File: config.mk
export PLATFORM = sky130hd
export DESIGN_NAME = klm_front
export DESIGN_NICKNAME = d
export VERILOG_FILES = /design/src/design/klm_pkg.sv /design/src/design/klm_front.sv
export SDC_FILE = /design/constraint.sdc
export NUM_CORES = 1
export LEC_CHECK = 0
export BUFFER_PORTS_ARGS = -buffer_cell sky130_fd_sc_hd__buf_2
export CELL_PAD_IN_SITES_DETAIL_PLACEMENT = 1
export CELL_PAD_IN_SITES_GLOBAL_PLACEMENT = 2
export CORE_MARGIN = 5
export CORE_UTILIZATION = 40
export DETAILED_ROUTE_END_ITERATION = 8
export PLACE_DENSITY_LB_ADDON = 0.1
export SYNTH_ARGS = -nofsm -noshare
export SYNTH_HDL_FRONTEND = slang
export SYNTH_SLANG_ARGS = --single-unit
File: constraint.sdc
create_clock -name i_clk -period 5.33 [get_ports i_clk]
set_input_delay 0.2665 -clock i_clk [delete_from_list [all_inputs] [get_ports i_clk]]
set_output_delay 0.2665 -clock i_clk [all_outputs]
set_load 0.1 [all_outputs]
File: src/design/klm_pkg.sv
// Package for the keyed list multimap: operation and status codes, state codes,
// default sizes and result field widths.
// No dependencies; used by every module of the block but klm_ram.
`timescale 1ns / 1ps

package klm_pkg;

    // Default capacities and field widths
    localparam int MAX_KEYS     = 32;
    localparam int MAX_PER_KEY  = 16;
    localparam int PAYLOAD_BITS = 32;
    localparam int KEY_BITS     = 16;

    localparam int STATUS_W  = 2;
    localparam int PAY_OUT_W = 32;
    localparam int POS_W     = 4;

    // Item queue between the front and the back
    localparam int QUEUE_DEPTH = 2;
    localparam int QUEUE_PTR_W = $clog2(QUEUE_DEPTH);
    localparam int QUEUE_CNT_W = $clog2(QUEUE_DEPTH + 1);

    typedef enum logic [0:0] {
        OP_INSERT   = 1'b0,
        OP_RETRIEVE = 1'b1
    } t_op;

    typedef enum logic [STATUS_W-1:0] {
        ST_OK         = 2'd0,
        ST_NOT_FOUND  = 2'd1,
        ST_TABLE_FULL = 2'd2,
        ST_LIST_FULL  = 2'd3
    } t_status;

    typedef enum logic [3:0] {
        S_IDLE   = 4'b0001,
        S_SEARCH = 4'b0010,
        S_EXEC   = 4'b0100,
        S_STREAM = 4'b1000
    } t_state;

endpackage

File: src/design/klm_front.sv
// Front of the keyed list multimap: accepts items, decodes the operation and
// holds them in a short queue for the back. Depends on klm_pkg.
`timescale 1ns / 1ps

module klm_front #(
    parameter int KEY_BITS     = klm_pkg::KEY_BITS,
    parameter int PAYLOAD_BITS = klm_pkg::PAYLOAD_BITS
) (
    input  logic                    i_clk,
    input  logic                    i_rst_n,
    // input channel
    input  logic                    i_in_valid,
    output logic                    o_in_stall,
    input  logic                    i_func,
    input  logic [KEY_BITS-1:0]     i_node_key,
    input  logic [PAYLOAD_BITS-1:0] i_payload_in,
    // queue head toward the back
    output logic                    o_q_valid,
    output klm_pkg::t_op            o_q_op,
    output logic [KEY_BITS-1:0]     o_q_key,
    output logic [PAYLOAD_BITS-1:0] o_q_pay,
    input  logic                    i_q_pop
);

    localparam int QD  = klm_pkg::QUEUE_DEPTH;
    localparam int QPW = klm_pkg::QUEUE_PTR_W;
    localparam int QCW = klm_pkg::QUEUE_CNT_W;

    klm_pkg::t_op            r_op  [QD];
    logic [KEY_BITS-1:0]     r_key [QD];
    logic [PAYLOAD_BITS-1:0] r_pay [QD];
    logic [QPW-1:0]          r_wr_ptr;
    logic [QPW-1:0]          r_rd_ptr;
    logic [QCW-1:0]          r_count;
    logic                    push;
    logic                    pop;

    assign o_in_stall = (r_count == QCW'(QD));
    assign push       = i_in_valid && !o_in_stall;
    assign pop        = i_q_pop && (r_count != '0);

    // Store the decoded item at the tail
    always_ff @(posedge i_clk) begin
        if (push) begin
            r_op[r_wr_ptr]  <= klm_pkg::t_op'(i_func);
            r_key[r_wr_ptr] <= i_node_key;
            r_pay[r_wr_ptr] <= i_payload_in;
        end
    end

    // Advance pointers and occupancy
    always_ff @(posedge i_clk) begin
        if (!i_rst_n) begin
            r_wr_ptr <= '0;
            r_rd_ptr <= '0;
            r_count  <= '0;
        end else begin
            if (push) begin
                r_wr_ptr <= (r_wr_ptr == QPW'(QD - 1)) ? '0 : r_wr_ptr + QPW'(1);
            end
            if (pop) begin
                r_rd_ptr <= (r_rd_ptr == QPW'(QD - 1)) ? '0 : r_rd_ptr + QPW'(1);
            end
            if (push && !pop) begin
                r_count <= r_count + QCW'(1);
            end else if (pop && !push) begin
                r_count <= r_count - QCW'(1);
            end
        end
    end

    assign o_q_valid = (r_count != '0);
    assign o_q_op    = r_op[r_rd_ptr];
    assign o_q_key   = r_key[r_rd_ptr];
    assign o_q_pay   = r_pay[r_rd_ptr];

endmodule

**Word-level counts from Yosys, hierarchy flattened**

Memory sizes are Yosys's and may differ from the RTL's. A register that Yosys moved wholly into a read port is not among the register bits.
Index checks and enable logic that the tools add are counted.
W data, S select, Z words.

- $add $sub $neg: 4
- Multiply operators: 0
- Div/mod/pow operators: 0
- $lt $le $gt $ge: 0
- Equal/unequal tests: 1
- Shift-type cells: 0
- Mux-type cells: 12
- Bitwise logic cells: 0
- Reduce and logical (&&, ||, !) cells: 9

Operators with widths:

| kind | count |
|---|---|
| $mux W1 | 10 |
| $logic_and A1 B1 Y1 | 4 |
| $mux W2 | 2 |
| $reduce_bool A2 Y1 | 2 |
| $logic_not A1 Y1 | 3 |
| $add A1 B1 Y1 const B | 2 |
| $add A2 B1 Y2 const B | 1 |
| $eq A2 B2 Y1 const B | 1 |
| $sub A2 B1 Y2 const B | 1 |

- Flip-flop bits (word level): 4
- Latch bits: 0
- Memory bits (writable): 98
- Bits in read-only memories: 0
- Bits of input ports: 53
- Output and inout bits: 51
- Memories kept: 3

Memories:

| memory | depth | bits a word | read ports | clocked after memory_dff | write ports | line | source |
|---|---|---|---|---|---|---|---|
| r_pay | 2 | 32 | 1 | 1 | 1 | klm_front.sv:31 | `logic [PAYLOAD_BITS-1:0] r_pay [QD];` |
| r_key | 2 | 16 | 1 | 1 | 1 | klm_front.sv:30 | `logic [KEY_BITS-1:0] r_key [QD];` |
| r_op | 2 | 1 | 1 | 1 | 1 | klm_front.sv:29 | `klm_pkg::t_op r_op [QD];` |

**Depth between registers and ports, before layout**

Gate-level depths: netlist of the first run.

- Depth after elaboration: 7
- Gate-level depth with buffers: 7
- Mapped depth without buffers: 7

**Worst setup path after synthesis of the first run**

Ideal clock, no wire load.

- Kind: register to register
- From: register r_count[0]
- To: memory r_key[0][0], enable pin
- Setup time: 0.449 ns
- Data arrival time: 2.736 ns
- Data required time: 4.881 ns
- Path slack: 2.145 ns
- Cell stages (with the launch flop): 4
- Clock period less this slack: 3.185 ns
- Path through: dfxtp_1 nand2b_1 inv_2 nor3_2

- Cells in the longest elaborated chain, start to end: 5

Ends and longest elaborated chain:

| what | line | source |
|---|---|---|
| start, declared | klm_front.sv:34 | `logic [QCW-1:0] r_count;` |
| start signal, assigned | klm_front.sv:65 | `r_count <= r_count + QCW'(1);` |
| start signal, assigned | klm_front.sv:67 | `r_count <= r_count - QCW'(1);` |
| $eq A2 B2 Y1 | klm_front.sv:38 | `assign o_in_stall = (r_count == QCW'(QD));` |
| net o_in_stall | klm_front.sv:13 | `output logic o_in_stall,` |
| $logic_not A1 Y1 | klm_front.sv:39 | `assign push = i_in_valid && !o_in_stall;` |
| $logic_and A1 B1 Y1 | klm_front.sv:39 |  |
| $mux W1 | klm_front.sv:44 | `if (push) begin` |
| $mux W1 (not written as such) | klm_front.sv:46 | `r_key[r_wr_ptr] <= i_node_key;` |
| end, declared | klm_front.sv:30 |  |

The timed path passes the listed nets, and every way through them passes these cells.

==> flow_summary.toml, run 1 <==
[critical_path]
worstPathArrival_ns = 2.28
r2r-start = "r_count[0]$_SDFFE_PN0P_"
rr_endpoint = "r_pay[1][13]$_DFFE_PP_"
setup.worst_path.class = "flop to output pin"
cp_top_family = "flip-flops"
critPathRequiredTime_ns = 5.06
max_stage_delay_ns = 0.82
reg2regPathDepth = 3
cp_cell_sequence = "buf_4, mux2_2, buf_2"
cp_max_fo = 30
path_buf_inv = 2
slowest_stage = "dfxtp_2"
r2r_slack_ns = 3.30
cp-end-kind = "output pin"
start_kind = "flop"

[worst_hold_path]
min-delay-start = "i_payload_in[2]"
hold_class = "input port to flop"
hold_end = "r_pay[0][2]$_DFFE_PP_"
min_path_cells = 1

[sta]
finalCritPeriodShare_pct = 47.7
finalCriticalPeriod_ns = 2.54
max_slew_margin_pct = 49.9
tns_ns = 0
hold_viol = 0
slew_viol_final = 0
setup_ws_ns = 2.79
setup_viol = 0
skew_ns = 0.0113
fmax_mhz = 393
rsz0062_at_grt = "false"
tightest_slew_ns = 0.752

[global_routing]
overflow = 0
gr-usage-all-layers_pct = 12.4
grt_pass1_wl_um = 10700
grt_max_degree = 51
grt_pass1_vias = 2071
antenna_found_initial = 1

[finish]
fillCellCount = 894
fin_nets = 343
diodes = 0
drive_above_1_share_pct = 55.8
final_common_cell = "buf_2"
final_cell_mix = "103 x buf_2, 98 x edfxtp_1, 39 x mux2_2"
fin_util_pct = 49.9
area_growth_pct = 21.8

[yosys]
synth_top_family_by_area = "multiplexers"
synth_mux_area_share_pct = 14.7
synth_xor_area_share_pct = 0.698
avgSynthCellArea_um2 = 21.3
synth_compound_area_share_pct = 0.864
netlist_area_um2 = 3760
ys_seq_area_share_pct = 80.8
ys_seq_elements = 103
syn_nets = 231
postSynthCellCount = 177
synth_cell_types = 24
yosys.area_share.adder_pct = 0.332
yosysWarnings = 0
yosys.area_share.simple_pct = 1.53

[routing]
vias = 1947
routed_wl_um = 7070
firstDrtPassIters = 4
wl_per_cell_um = 17.5
ant_nets = 0
routed_via_density = 4.81
drt_iter0_drc = 55
route.detailed.drc = 0

[die]
fp-row-count = 35
die_w_um = 107
die_area_um2 = 11500
die_h_um = 107
fp.coreArea_um2 = 9200
io_pins = 104
initial_utilization_pct = 40.9

[placed_design]
dp_hpwl_um = 4790
place_congestion = 0.674
io_buffers = 103
post-place-ws_ns = 3.12

[clock_network]
clk_latency_ns = 0.35
cts_setup_buffers = 0
cts_tree = "yes"
cts_buffers = 9
cts_root_buf = "clkbuf_8"
holdBufCountCts = 0
clock_path_buffers = 2
htree_num_levels = 3
postCtsResizedCells = 0
clk_pin_slew_ns = 0.10
clock_sinks = 103

[job]
maxCapViolations = 0

[outcome]
status = "finished clean"
-- through the flow --
stage	std cells	hold slack [ns]	area, µm²
after floorplan	177	0.365	3760
after global placement	389	0.454	4420
after detailed placement	389	0.458	4420
after CTS	405	0.0789	4590
after global routing	405	0.0708	4590
final	405	0.0970	4590
-- per-layer routing --
| metal | part of all wire, % | vias up | global-route usage (%) |
|---|---|---|---|
| li1 | - | 911 | - |
| met4 | 1.1 | 2 | 4.66 |
| met2 | 51 | 64 | 21.2 |
| met5 | 0.28 | - | 0 |
| met1 | 41 | 960 | 14.9 |
| met3 | 6.3 | 10 | 3.55 |
-- how the worst max path moves through the flow --
stage	cells past startpoint	to	slack, ns	from
floorplan	3	r_key[0][0]$_DFFE_PP_	2.15	r_count[0]$_SDFFE_PN0P_
global placement	3	o_q_pay[20]	3.15	flop
detailed placement	3	o_q_pay[30]	3.12	flop
CTS	3	o_q_pay[30]	2.72	flop
global route	3	o_q_pay[30]	2.67	flop
finish	3	o_q_pay[1]	2.79	flop
-- area by class of cell --
cell class              instances  area [µm²]  area share (%)
flip-flops and latches        103        3040            66.4
multi-input cells              67         688            15.0
repair buffers                106         538            11.7
well taps                     111         139            3.03
clock buffers                   9         124            2.70
clock inverters                 7        46.3            1.01
inverters                       2        7.51           0.164
-- flip-flops by register name, indices dropped and copies added, names as in the netlist, named ones only --
signal,count
r_pay,64
r_op,2
r_wr_ptr,1
r_count,2
r_rd_ptr,1
r_key,32
-- cell families (layout without fill, tap and decap cells) --
group,after synthesis,count (layout)
flip-flops,103,103
adder cells (fa/ha/maj),1,1
buffers and inverters,7,124
XOR/XNOR,3,3
multiplexers,49,49
AO/OA/AOI/OAI,5,5
AND/OR/NAND/NOR,9,9
-- cell usage after synthesis, drive strengths merged --
cell type / instances / share of area, %
edfxtp: 98 / 78
mux2: 49 / 15
buf: 5 / 0.90
dfxtp: 5 / 2.7
and2: 3 / 0.50
a21boi: 2 / 0.40
inv: 2 / 0.20
o21ai: 2 / 0.27
xnor2: 2 / 0.47
and3: 1 / 0.17
ha: 1 / 0.33
nand2b: 1 / 0.17
nor2: 1 / 0.10
nor3: 1 / 0.27
o21a: 1 / 0.20
or2: 1 / 0.17
or3: 1 / 0.17
xor2: 1 / 0.23
Power of run 1 is left out: the tool's default activity adds up to more than one toggle a clock period on the data nets, which glitch-free logic cannot reach.
==> run 2: changes to the inputs <==
--- a/config.mk
+++ b/config.mk
@@ -5,11 +5,12 @@
 export SDC_FILE = /design/constraint.sdc
 export NUM_CORES = 1
 export LEC_CHECK = 0
+export ABC_AREA = 1
 export BUFFER_PORTS_ARGS = -buffer_cell sky130_fd_sc_hd__buf_2
 export CELL_PAD_IN_SITES_DETAIL_PLACEMENT = 1
 export CELL_PAD_IN_SITES_GLOBAL_PLACEMENT = 2
 export CORE_MARGIN = 5
-export CORE_UTILIZATION = 40
+export CORE_UTILIZATION = 37
 export DETAILED_ROUTE_END_ITERATION = 8
 export PLACE_DENSITY_LB_ADDON = 0.1
 export SYNTH_ARGS = -nofsm -noshare
==> constraint.sdc (replaced) <==
create_clock -name i_clk -period 2.61 [get_ports i_clk]
set_input_delay 0.1305 -clock i_clk [delete_from_list [all_inputs] [get_ports i_clk]]
set_output_delay 0.1305 -clock i_clk [all_outputs]
set_load 0.1 [all_outputs]
==> run 2 against run 1 <==
Effect of this change:
- worst setup slack worse by 2.1 ns
- critical path depth stayed put
- synthesized area is 1.5% higher
- routed wire length is 8.9% higher
- largest cell class unchanged
- register-to-register slack worse by 2.4 ns
==> flow_summary.toml, run 2 <==
[finish]
final_cells = 491
top_regs = "r_pay x64, r_key x32"
final_common_cell = "buf_2"
top_register = "r_pay"
largest_register_ffs = 64
area_growth_pct = 36.4
drive_above_1_share_pct = 49.0
final_cell_mix = "103 x buf_2, 98 x edfxtp_1, 49 x dlygate4sd3_1"
diodes = 0
fin_nets = 405

[clock_network]
clk_latency_ns = 0.36
holdBufCountCts = 49
clock_path_buffers = 2
clock_sinks = 103
htree_num_levels = 3
cts_setup_buffers = 0
cts_tree = "yes"
postCtsResizedCells = 0
cts_root_buf = "clkbuf_8"
cts_buffers = 9
clk_pin_slew_ns = 0.10

[yosys]
ys_seq_elements = 103
avgSynthCellArea_um2 = 20.2
yosys.area_share.simple_pct = 1.87
synth_compound_area_share_pct = 0.720
synth_cell_types = 17
netlist_area_um2 = 3820
async_reset_ff_share_pct = 0
ys_seq_area_share_pct = 79.6
synth_most_common_cell = "edfxtp_1"
synth_top_area_share_pct = 77.0
yosys.area_share.adder_pct = 0.327
yosysWarnings = 0
ys_top_cells_by_area = "edfxtp_1 77%, mux2_2 11%, mux2_4 3.9%, dfxtp_1 2.6%, nor2_1 0.88%"
synth_top_cell_by_area = "edfxtp_1"
ys.flop_type = "edfxtp_1"
postSynthCellCount = 189
synth_top_family_by_area = "multiplexers"
synth_common_cells = "98 x edfxtp_1, 39 x mux2_2, 10 x mux2_4, 9 x nor2_1, 8 x inv_1"
synth_xor_area_share_pct = 0
syn_nets = 243
synth-edff-count = 98
synth_mux_area_share_pct = 15.4

[sta]
hold_viol = 0
tns_ns = 0
finalCritPeriodShare_pct = 72.7
finalCriticalPeriod_ns = 1.90
setup_viol = 0
tightest_slew_ns = 0.508
skew_ns = 0.0155
fmax_mhz = 527
rsz0062_at_grt = "false"
max_slew_margin_pct = 65.9
slew_viol_final = 0

[routing]
wl_per_cell_um = 15.7
route.detailed.drc = 0
drt_iter0_drc = 68
vias = 2201
firstDrtPassIters = 3
routed_via_density = 4.48
routed_wl_um = 7700
ant_nets = 0

[global_routing]
gr-usage-all-layers_pct = 12.8
antenna_found_initial = 0
grt_max_degree = 50
grt_pass1_wl_um = 12300
overflow = 0
grt_pass1_vias = 2425

[job]
maxCapViolations = 0

[placed_design]
place_congestion = 0.723
io_buffers = 103
dp.cells = 427
dp_hpwl_um = 4900

[critical_path]
reg2regPathDepth = 9
rr_endpoint = "r_count[1]$_SDFFE_PN0P_"
cp-end-kind = "output pin"
worstPathArrival_ns = 1.77
critPathRequiredTime_ns = 2.48
r2r_slack_ns = 0.86
cp_max_fo = 29
start_kind = "flop"
r2r-start = "r_count[1]$_SDFFE_PN0P_"
setup.worst_path.class = "flop to output pin"

[die]
io_pins = 104
fp-row-count = 37
fp.coreArea_um2 = 10200
initial_utilization_pct = 37.5
die_h_um = 112
die_w_um = 112
die_area_um2 = 12500

[power_and_ir_drop]
totalPowerFinal_uw = 5870
power_leakage_uw = 0.00199
irDropWorstVdd_mv = 0.606
power.density_nw_per_um2 = 1130

[worst_hold_path]
hold_end = "r_count[1]$_SDFFE_PN0P_"
hold_class = "input port to flop"
min-delay-start = "i_rst_n"
min_path_cells = 3

[outcome]
status = "finished clean"
==> run 2: through the flow <==
stage               util (%)  setup WS, ns  hold slack [ns]  instance area, µm²
floorplan                  -        -0.409            0.229                3820
global placement        44.5         0.950            0.319                4530
detailed placement      44.5         0.848            0.323                4530
CTS                     51.2         0.660           0.0183                5220
global route            51.2         0.588           0.0190                5220
finish                  51.2         0.712           0.0362                5220
==> run 2: cell type report <==
class	count	area (µm²)
fillers	1016	4970
multi-input cells	73	716
repair buffers	156	1060
inverters	8	30.0
clock inverters	6	70.1
flip-flops and latches	103	3040
well taps	136	170
clock buffers	9	124
==> run 2: worst max-delay path, cell delays in order, from the launching register on <==
cell     delay (ns)
dfxtp_2        0.33
buf_4          0.38
mux2_2         0.40
buf_2          0.30
==> run 2: per-layer routing <==
metal	global-route usage (%)	share of wire, %	vias to the layer above
met3	4.29	5.6	6
met5	0	0	-
met2	22.0	51	66
met1	15.3	42	1088
li1	-	-	1041
met4	3.41	0.92	0
==> run 2: how the worst max path moves through the flow <==
| stage | start | end | slack (ns) | cells past startpoint |
|---|---|---|---|---|
| after floorplan | r_count[1]$_SDFFE_PN0P_ | r_key[0][0]$_DFFE_PP_ | -0.41 | 3 |
| final | flop | o_q_op | 0.71 | 3 |
| after global routing | flop | o_q_op | 0.59 | 3 |
| after CTS | flop | o_q_op | 0.66 | 3 |
| after detailed placement | r_count[1]$_SDFFE_PN0P_ | r_count[1]$_SDFFE_PN0P_ | 0.85 | 9 |
| after global placement | r_count[1]$_SDFFE_PN0P_ | r_count[1]$_SDFFE_PN0P_ | 0.95 | 9 |
==> run 2: logic make-up (layout without fill, tap and decap cells) <==
family / count (synthesis) / after routing
buf+inv: 13 / 179
flops: 103 / 103
simple gates: 18 / 18
mux: 49 / 49
fa+ha+maj: 1 / 1
compound gates: 5 / 5
==> run 2: where the power goes <==
| part | switching (µW) | leakage [µW] | internal [µW] |
|---|---|---|---|
| Combinational | 2210 | 0.000942 | 550 |
| Sequential | 60.5 | 0.000956 | 2090 |
| Clock | 522 | 0.0000879 | 443 |
| Total | 2790 | 0.00199 | 3080 |
Note: power is estimated with default switching activity, not from simulation.
==> run 3: changes to the inputs <==
==> constraint.sdc (replaced) <==
create_clock -name i_clk -period 1.8 [get_ports i_clk]
set_input_delay 0.09 -clock i_clk [delete_from_list [all_inputs] [get_ports i_clk]]
set_output_delay 0.09 -clock i_clk [all_outputs]
set_load 0.1 [all_outputs]
==> run 3 against run 2 <==
Effect of this change:
- clock power is 37% higher
- cell count is 1.0% higher
- sequential share of layout area is 2.5 points lower
- count of clock-buffer cells in the layout stayed put
- routed wire length is 6.3% higher
- largest power group unchanged
- highest routed layer unchanged
==> flow_summary.toml, run 3 (synthesis results as in run 2) <==
[outcome]
status = "finished clean"

[finish]
final_cell_mix = "98 x edfxtp_1, 74 x buf_2, 50 x dlygate4sd3_1"
area_growth_pct = 42.7
final_cells = 496
seq_area_um2 = 3050
fillCellCount = 986
multiInputGateArea_um2 = 716
top_regs = "r_pay x64, r_key x32"
diodes = 0
final_design_area_no_fill_um2 = 5460
largest_register_ffs = 64
fin_nets = 409
top_register = "r_pay"
final_common_cell = "edfxtp_1"
drive_above_1_share_pct = 49.2

[worst_hold_path]
hold_end = "r_rd_ptr$_SDFFE_PN0P_"
min-delay-start = "i_q_pop"
min_path_cells = 4
hold_class = "input port to flop"

[sta]
fmax_mhz = 580
max_slew_margin_pct = 67.2
tightest_slew_ns = 0.496
finalCriticalPeriod_ns = 1.72
slew_viol_final = 0
skew_ns = 0.0111
setup_viol = 0
finalCritPeriodShare_pct = 95.8
holdWs_ns = 0.160
rsz0062_at_grt = "false"
hold_viol = 0

[routing]
routed_via_density = 4.46
vias = 2214
routed_wl_um = 8180
firstDrtPassIters = 4
ant_nets = 0
route.detailed.drc = 0
drt_iter0_drc = 66
wl_per_cell_um = 16.5

[global_routing]
gr-usage-all-layers_pct = 13.4
antenna_found_initial = 0
grt_max_degree = 26
grt_pass1_wl_um = 13000
grt_pass1_vias = 2454
overflow = 0

[power_and_ir_drop]
power.density_nw_per_um2 = 1610
irDropWorstVdd_mv = 0.773
power_leakage_uw = 0.00208

[die]
fp-row-count = 37
die_w_um = 112
die_h_um = 112
die_area_um2 = 12500
fp.coreArea_um2 = 10200
io_pins = 104
initial_utilization_pct = 37.5

[placed_design]
io_buffers = 103
place_congestion = 0.674
dp.cells = 430
dp_hpwl_um = 5450
placed_cell_area_um2 = 4720

[clock_network]
clock_path_buffers = 2
clock_sinks = 103
clk_latency_ns = 0.36
clk_pin_slew_ns = 0.09
cts_root_buf = "clkbuf_8"
cts_buffers = 9
htree_num_levels = 3
cts_tree = "yes"
cts_setup_buffers = 0

[critical_path]
r2r_slack_ns = 0.27
setup.worst_path.class = "flop to output pin"
reg2regPathDepth = 9
r2r-start = "r_count[1]$_SDFFE_PN0P_"
cp_top_family = "buffers and inverters"
cp_max_fo = 25
worstPathArrival_ns = 1.63
cp-end-kind = "output pin"
critPathRequiredTime_ns = 1.71
slowest_stage = "dfxtp_4"
start_kind = "flop"
max_stage_delay_ns = 0.44
cp_cell_sequence = "buf_12, mux2_2, clkbuf_4"
rr_endpoint = "r_count[1]$_SDFFE_PN0P_"
path_buf_inv = 2

[job]
maxCapViolations = 0
-- run 3: report_power, final --
part / internal (µW) / total, µW / switching [µW]
sequential: 3030 / 3140 / 118
clock: 519 / 1320 / 796
combinational: 1110 / 4340 / 3230
total: 4660 / 8800 / 4150
-- run 3: cell type report --
type	count	share of cell area, %
Clock inverter	7	0.963
Multi-Input combinational cell	73	13.1
Inverter	8	0.550
Clock buffer	9	2.27
Sequential cell	103	55.8
Timing Repair Buffer	160	24.1
Tap cell	136	3.12
-- run 3: worst max-delay path by stage --
stage                            startpoint                      end  slack (ns)  depth (start not counted)
floorplan           r_count[1]$_SDFFE_PN0P_    r_key[0][0]$_DFFE_PP_       -0.42                          3
global placement    r_count[1]$_SDFFE_PN0P_  r_count[1]$_SDFFE_PN0P_        0.30                          9
detailed placement  r_count[1]$_SDFFE_PN0P_  r_count[1]$_SDFFE_PN0P_        0.29                          9
CTS                                    flop               o_q_key[5]      0.0002                          3
global route                           flop               o_q_key[1]      0.0008                          3
finish                                 flop               o_q_key[1]        0.08                          3
-- run 3: tightest hold or removal path: cells and delay by family --
family                 cells  cell delay, ns
AO/OA/AOI/OAI              1            0.16
AND/OR/NAND/NOR            2            0.15
buffers and inverters      1            0.08
-- run 3: through the flow --
step           power (µW)  setup TNS (ns)  utilization [%]  setup WS, ns
3_5_place_dp         7420               0             46.4         0.287
4_1_cts              8850               0             53.1      0.000179
5_1_grt              9180               0             53.6      0.000841
3_3_place_gp         7390               0             46.4         0.304
2_1_floorplan        6530          -41.23                -        -0.421
6_report             8800               0             53.6        0.0752
-- run 3: routing by layer --
metal	global-route usage [%]	routed length, µm	up-vias
li1	-	-	1054
met4	3.89	104	0
met3	4.02	462	9
met1	16.8	3460	1081
met5	0	0	-
met2	22.5	4160	70
-- run 3: timing repair --
action                                  in CTS  in global routing
endpoints found under the hold margin      100                  0
hold buffers                                50                  0
gates resized for setup                      4                 33
endpoints found under the setup margin      37                 18
